==> config.mk <==
export PLATFORM = sky130hd
export DESIGN_NAME = rapq_useq
export DESIGN_NICKNAME = d
export VERILOG_FILES = /design/src/hdl/rapq_pkg.sv /design/src/hdl/rapq_useq.sv
export SDC_FILE = /design/constraint.sdc
export NUM_CORES = 1
export LEC_CHECK = 0
export BUFFER_PORTS_ARGS = -buffer_cell sky130_fd_sc_hd__clkbuf_2
export CAP_MARGIN = 20
export CORE_UTILIZATION = 51
export CTS_CLUSTER_DIAMETER = 50
export DETAILED_ROUTE_END_ITERATION = 8
export PLACE_DENSITY = 0.85
export SLEW_MARGIN = 20
export SYNTH_ARGS = -nofsm -noshare
export SYNTH_HDL_FRONTEND = slang
export SYNTH_SLANG_ARGS = --single-unit
==> constraint.sdc <==
create_clock -name aclk -period 4.1 [get_ports aclk]
set_clock_uncertainty 0.15 [all_clocks]
set_input_delay 0.615 -clock aclk [delete_from_list [all_inputs] [get_ports aclk]]
set_output_delay 0.615 -clock aclk [all_outputs]
set_load 0.01 [all_outputs]
==> src/hdl/rapq_pkg.sv <==
`default_nettype none

package rapq_pkg;

    // Request opcodes as carried in the low bits of s_tdata
    typedef enum logic [1:0] {
        OP_ADD   = 2'd0,
        OP_QUERY = 2'd1,
        OP_CLEAR = 2'd2
    } opcode_t;

    // Program counter of the microcode sequencer
    localparam int PC_W = 4;
    typedef logic [PC_W-1:0] pc_t;

    // Microcode step addresses
    localparam pc_t STEP_IDLE       = 4'd0;
    localparam pc_t STEP_ADD_A_INIT = 4'd1;
    localparam pc_t STEP_ADD_A_RD   = 4'd2;
    localparam pc_t STEP_ADD_A_WR   = 4'd3;
    localparam pc_t STEP_ADD_B_INIT = 4'd4;
    localparam pc_t STEP_ADD_B_RD   = 4'd5;
    localparam pc_t STEP_ADD_B_WR   = 4'd6;
    localparam pc_t STEP_QRY_INIT   = 4'd7;
    localparam pc_t STEP_QRY_RD     = 4'd8;
    localparam pc_t STEP_QRY_ACC    = 4'd9;
    localparam pc_t STEP_QRY_OUT    = 4'd10;
    localparam pc_t STEP_CLR_INIT   = 4'd11;
    localparam pc_t STEP_CLR_LOOP   = 4'd12;

    // Jump condition tested by a step
    typedef enum logic [2:0] {
        C_TRUE,
        C_IN_VALID,
        C_OUT_FREE,
        C_WALK_DONE,
        C_SWEEP_LAST
    } cond_t;

    // Where to go when the condition fails
    typedef enum logic {
        ELSE_NEXT,
        ELSE_STAY
    } else_t;

    // Position / sweep address register operation
    typedef enum logic [2:0] {
        P_HOLD,
        P_LOAD_LO,
        P_LOAD_HI1,
        P_LOAD_QRY,
        P_UP,
        P_DOWN,
        P_ZERO,
        P_INC
    } pos_op_t;

    // Walk operand register operation
    typedef enum logic [1:0] {
        V_HOLD,
        V_LOAD,
        V_NEG
    } val_op_t;

    // Query accumulator operation
    typedef enum logic [1:0] {
        A_HOLD,
        A_CLEAR,
        A_ADD
    } acc_op_t;

    // Tree store write operation
    typedef enum logic [1:0] {
        W_NONE,
        W_SUM,
        W_ZERO
    } wr_op_t;

    // One control word
    typedef struct packed {
        cond_t   cond;
        logic    dispatch;
        else_t   on_false;
        pc_t     target;
        logic    accept;
        pos_op_t pos_op;
        val_op_t val_op;
        acc_op_t acc_op;
        logic    rd_en;
        wr_op_t  wr_op;
        logic    out_load;
    } uop_t;

    // Datapath status seen by the sequencer
    typedef struct packed {
        logic walk_done;
        logic sweep_last;
        logic out_free;
    } status_t;

    // Control store
    function automatic uop_t rapq_rom(input pc_t pc);
        uop_t u;
        u.cond     = C_TRUE;
        u.dispatch = 1'b0;
        u.on_false = ELSE_NEXT;
        u.target   = STEP_IDLE;
        u.accept   = 1'b0;
        u.pos_op   = P_HOLD;
        u.val_op   = V_HOLD;
        u.acc_op   = A_HOLD;
        u.rd_en    = 1'b0;
        u.wr_op    = W_NONE;
        u.out_load = 1'b0;
        case (pc)
            STEP_IDLE: begin
                u.cond     = C_IN_VALID;
                u.dispatch = 1'b1;
                u.on_false = ELSE_STAY;
                u.accept   = 1'b1;
            end
            // add at left, walking up
            STEP_ADD_A_INIT: begin
                u.target = STEP_ADD_A_RD;
                u.pos_op = P_LOAD_LO;
                u.val_op = V_LOAD;
            end
            STEP_ADD_A_RD: begin
                u.cond   = C_WALK_DONE;
                u.target = STEP_ADD_B_INIT;
                u.rd_en  = 1'b1;
            end
            STEP_ADD_A_WR: begin
                u.target = STEP_ADD_A_RD;
                u.wr_op  = W_SUM;
                u.pos_op = P_UP;
            end
            // subtract at right+1, walking up
            STEP_ADD_B_INIT: begin
                u.target = STEP_ADD_B_RD;
                u.pos_op = P_LOAD_HI1;
                u.val_op = V_NEG;
            end
            STEP_ADD_B_RD: begin
                u.cond   = C_WALK_DONE;
                u.target = STEP_IDLE;
                u.rd_en  = 1'b1;
            end
            STEP_ADD_B_WR: begin
                u.target = STEP_ADD_B_RD;
                u.wr_op  = W_SUM;
                u.pos_op = P_UP;
            end
            // prefix sum, walking down
            STEP_QRY_INIT: begin
                u.target = STEP_QRY_RD;
                u.pos_op = P_LOAD_QRY;
                u.acc_op = A_CLEAR;
            end
            STEP_QRY_RD: begin
                u.cond   = C_WALK_DONE;
                u.target = STEP_QRY_OUT;
                u.rd_en  = 1'b1;
            end
            STEP_QRY_ACC: begin
                u.target = STEP_QRY_RD;
                u.acc_op = A_ADD;
                u.pos_op = P_DOWN;
            end
            STEP_QRY_OUT: begin
                u.cond     = C_OUT_FREE;
                u.on_false = ELSE_STAY;
                u.target   = STEP_IDLE;
                u.out_load = 1'b1;
            end
            // zero sweep over the store
            STEP_CLR_INIT: begin
                u.target = STEP_CLR_LOOP;
                u.pos_op = P_ZERO;
            end
            STEP_CLR_LOOP: begin
                u.cond     = C_SWEEP_LAST;
                u.on_false = ELSE_STAY;
                u.target   = STEP_IDLE;
                u.wr_op    = W_ZERO;
                u.pos_op   = P_INC;
            end
            default: begin
                u.target = STEP_IDLE;
            end
        endcase
        return u;
    endfunction

endpackage

`default_nettype wire

==> src/hdl/rapq_useq.sv <==
`default_nettype none

module rapq_useq
    import rapq_pkg::*;
(
    input  wire logic       aclk,
    input  wire logic       aresetn,
    input  wire logic       in_valid_i,
    input  wire logic [1:0] opcode_i,
    input  wire status_t    status_i,
    output uop_t            uop_o,
    output pc_t             pc_o
);

    pc_t   pc_reg;
    pc_t   pc_next;
    uop_t  uop;
    logic  cond_true;
    pc_t   dispatch_pc;

    assign uop   = rapq_rom(pc_reg);
    assign uop_o = uop;
    assign pc_o  = pc_reg;

    // condition select
    always_comb begin
        case (uop.cond)
            C_TRUE:       cond_true = 1'b1;
            C_IN_VALID:   cond_true = in_valid_i;
            C_OUT_FREE:   cond_true = status_i.out_free;
            C_WALK_DONE:  cond_true = status_i.walk_done;
            C_SWEEP_LAST: cond_true = status_i.sweep_last;
            default:      cond_true = 1'b0;
        endcase
    end

    // opcode jump table
    always_comb begin
        case (opcode_t'(opcode_i))
            OP_ADD:   dispatch_pc = STEP_ADD_A_INIT;
            OP_QUERY: dispatch_pc = STEP_QRY_INIT;
            OP_CLEAR: dispatch_pc = STEP_CLR_INIT;
            default:  dispatch_pc = STEP_IDLE;
        endcase
    end

    // next step
    always_comb begin
        if (cond_true && uop.dispatch) begin
            pc_next = dispatch_pc;
        end else if (cond_true) begin
            pc_next = uop.target;
        end else if (uop.on_false == ELSE_STAY) begin
            pc_next = pc_reg;
        end else begin
            pc_next = pc_reg + pc_t'(1);
        end
    end

    // reset starts the zero sweep
    always_ff @(posedge aclk) begin
        if (!aresetn) begin
            pc_reg <= STEP_CLR_INIT;
        end else begin
            pc_reg <= pc_next;
        end
    end

endmodule

`default_nettype wire

### Word level (Yosys, flattened, before mapping)

Index checks and enable logic that the tools add are counted.

* register bits: 4
* logic and storage cells: 46

* add/subtract/negate cells: 1
* equal/unequal tests: 19
* mux-type cells: 15
* reduce and logical (&&, ||, !) cells: 10

Operators by type and width (number)
* one-hot mux 4 bit (6 select lines): 1
* one-hot mux 3 bit (7 select lines): 1
* equality test 4 bit, second input constant: 5
* equality test 4 x 3 -> 1 bit, second input constant: 4
* 2-to-1 mux 4 bit: 3
* one-hot mux 2 bit (2 select lines): 3
* one-hot mux 3 bit (4 select lines): 1
* one-hot mux 4 bit (3 select lines): 1
* equality test 4 x 2 -> 1 bit, second input constant: 2
* OR reduction 2 bit: 4
* equality test 3 x 2 -> 1 bit, second input constant: 2
* OR reduction 3 bit: 2
* one-hot mux 1 bit (5 select lines): 1
* adder 4 x 1 -> 4 bit, second input constant: 1
* equality test 4 x 1 -> 1 bit, second input constant: 1
* logical NOT 4 bit: 1
* 2-to-1 mux 1 bit: 4
* equality test 3 x 1 -> 1 bit, second input constant: 1
* equality test 3 bit, second input constant: 1
* logical NOT 3 bit: 1
* != test 3 x 1 -> 1 bit, second input constant: 1
* equality test 2 x 1 -> 1 bit, second input constant: 1
* equality test 2 bit, second input constant: 1
* logical NOT 2 bit: 1
* logical AND 1 bit: 1

### Depth between registers and ports, before layout

* word-level depth: 7
* gate-level depth with buffers: 8

### Worst setup path before layout

OpenSTA, ideal clock, no wires.

* path kind: register to output
* from: register pc_reg[0], in the netlist pc_o[0]
* to: output uop_o[18] (netlist name)
* arrival time: 1667 ps
* required time: 3335 ps
* setup slack: 1668 ps
* cell stages (with the launch flop): 7
* cell sequence: dfxtp_1 > inv_1 > ha_1 > buf_2 > a21oi_1 > o21ai_0 > or2_2

RTL lines
* start: declaration: line rapq_useq.sv:15 `pc_t pc_reg;`
* start signal: assignment: line rapq_useq.sv:65 `pc_reg <= pc_next;`
* end: declaration: line rapq_useq.sv:11 `output uop_t uop_o,`

==> results.sh <==
export IMPL_grt_setup_unrepaired="no"
export IMPL_power_uw=778
export IMPL_postPlaceCellArea_um2=906
export IMPL_worstMarginPinSlew_ns=0.922
export IMPL_multi_input_area_um2=624
export IMPL_run_status="finished clean"
export IMPL_cp_num_buf_inv=2
export IMPL_finalHoldWorstSlack_ns=0.545
export IMPL_seq_area_um2=80.1
export IMPL_grt_use_total_pct=23.0
export IMPL_clk_latency_ns=0.24
export IMPL_setup_tns_final_ns=0
export IMPL_reg2reg_from="pc_o[0]$_SDFFE_PN1P_"
export IMPL_synthArstFlopShare_pct=0
export IMPL_nets=150
export IMPL_coreArea_um2=1370
export IMPL_final_antenna_net_count=0
export IMPL_syn_inst=109
export IMPL_path_max_fanout=23
export IMPL_dr_pass1_iters=4
export IMPL_fin_cells=148
export IMPL_synth_distinct_cells=40
export IMPL_synth_edf_count=0
export IMPL_met1_usage_pct=30.4
export IMPL_required_ns=3.34
export IMPL_dpl_hpwl_um=1320
export IMPL_grtUsageMet3_pct=1.60
export IMPL_antenna_found_initial=0
export IMPL_crit_type="reg2out"
export IMPL_drive_above_1_share_pct=35.3
export IMPL_placed_cells=145
export IMPL_slowest_delay_ns=0.66
export IMPL_power_leakage_uw=0.000480
export IMPL_grt_use_met2_pct=39.5
export IMPL_clk_pin_slew_ns=0.04
export IMPL_hold_viol_final=0
export IMPL_vias=787
export IMPL_port_buffer_count=32
export IMPL_maxSlewHeadroom_pct=38.4
export IMPL_min_path_type="in2reg"
export IMPL_drtIter0Drc=21
export IMPL_setup_viol=0
export IMPL_clockRootBuffer="clkbuf_4"
export IMPL_finalCriticalPeriod_ns=2.91
export IMPL_routedWlPerCell_um=12.2
export IMPL_path_delay_family="adder cells"
export IMPL_rows=13
export IMPL_ys_warn_count=0
export IMPL_ys_flop_type="dfxtp_1"
export IMPL_final_common_cell="clkbuf_2"
export IMPL_cts_tree="built"
export IMPL_cp_startpoint="pc_o[0]$_SDFFE_PN1P_"
export IMPL_cp_data_arrival_time_ns=2.14
export IMPL_post_route_period_util_pct=71.0
export IMPL_drv_slew=0
export IMPL_start_util_pct=57.9
export IMPL_cts_buffers=3
export IMPL_crit_chain="inv_1 > ha_1 > a21oi_1 > o21ai_0 > or2_2 > clkbuf_2"
export IMPL_via_per_inst=5.32
export IMPL_cts_hold_buf=0
export IMPL_wl_um=1810
export IMPL_cap_viol_max_count=0
export IMPL_syn_to_final_growth_pct=17.4
export IMPL_fmax_mhz=344
export IMPL_avgSynthCellArea_um2=7.25
export IMPL_largest_reg_flops=4
export IMPL_dieArea_um2=1710
export IMPL_hold_start="aresetn"
export IMPL_end_kind="output pin"
export IMPL_mostFrequentLayoutCells="clkbuf_2 (32), nand2_1 (12), ha_1 (7)"
export IMPL_cts_buffer_depth=2
export IMPL_p_per_area_nw_per_um2=838
export IMPL_grt_max_degree=29
export IMPL_fill_cells=127
export IMPL_drc_errors=0
export IMPL_die_width_um=41.4
export IMPL_ir_worst_vdd_mv=0.370
export IMPL_fp_dieH_um=41.4
export IMPL_seq_area_frac_synth_pct=10.1
export IMPL_htreeDepth=1
export IMPL_post_cts_resized=0
export IMPL_synthesis_area_um2=791
export IMPL_grt_pass1_wl_um=2590
export IMPL_grt_pass1_vias=589
export IMPL_io_pins=33
export IMPL_startpoint_type="register"
export IMPL_clock_sinks=4
export IMPL_postCtsSetupBuffers=0
export IMPL_diodes=0
export IMPL_globalplace_congestion=0.787
export IMPL_synth_seq_cells=4
export IMPL_worst_path_max_delay_cell="ha_1"
export IMPL_gr_max_usage_layer="met2"
export IMPL_gr_total_overflow=0
export IMPL_design_area_um2=928
export IMPL_syn_nets=124
-- layout make-up --
cell class                 count  share of cell area, %
multi-input combinational     88                   67.3
timing repair buffer          32                   17.3
sequential                     4                   8.63
clock buffer                   3                   2.43
inverter                       6                   2.43
tap                           15                   2.02
-- through the flow --
step | utilization [%] | setup WS [ns]
after global routing | 67.9 | 0.976
after global placement | 66.3 | 1.54
after CTS | 67.9 | 1.19
after floorplan | - | 1.67
after detailed placement | 66.3 | 1.45
final | 67.9 | 1.19
-- worst paths after layout --
kind,to,slack (ns),cells past startpoint
worst min register to register,pc_o[1]$_SDFFE_PN1P_,0.61,3
worst max register to register,pc_o[1]$_SDFFE_PN1P_,1.68,7
worst min-delay path,pc_o[2]$_SDFFE_PN0P_,0.55,3
worst max-delay path,uop_o[18],1.19,6
-- synthesized netlist by cell type (2+ instances only) --
library cell / count / share of area [%]
inv_1: 6 / 2.8
mux2i_1: 3 / 3.8
clkbuf_1: 2 / 0.95
a21oi_1: 6 / 3.8
a31oi_1: 2 / 1.6
nand2_1: 12 / 5.7
a211oi_1: 2 / 1.9
nor3_1: 3 / 1.9
buf_4: 2 / 1.9
nor2b_1: 4 / 3.2
and2_1: 6 / 4.7
mux2_4: 3 / 5.7
and3_1: 2 / 1.6
nor2_1: 6 / 2.8
buf_2: 6 / 3.8
dfxtp_1: 4 / 10
nand2b_1: 4 / 3.2
ha_1: 7 / 11
or2_2: 2 / 1.6
o21a_1: 2 / 1.9
o21ai_1: 2 / 1.3
o21ai_0: 5 / 3.2
-- worst reg2reg max path: stages, from the launching register on --
cell	delay, ns
dfxtp_1	0.34
inv_1	0.13
ha_1	0.66
mux2i_2	0.23
mux2i_4	0.24
mux2i_1	0.23
nand2_1	0.08
mux2_4	0.25
-- routing by layer --
layer  vias up  wire, um
met3         2        49
met5         -         0
met1       351       837
met4         0        19
met2        18       902
li1        416         -
-- power breakdown --
group	internal (uW)	switching, uW
sequential	57.4	63.9
clock	32.8	17.9
combinational	280	326
-- cells by family after synthesis --
group | Yosys count | synth area share (%)
mux | 8 | 14.1
simple gates | 46 | 31.8
buf+inv | 17 | 10.9
xor+xnor | 1 | 1.11
fa+ha+maj | 7 | 11.1
compound gates | 26 | 20.9
flops | 4 | 10.1
No activity file was read; power rests on OpenSTA's default activity.
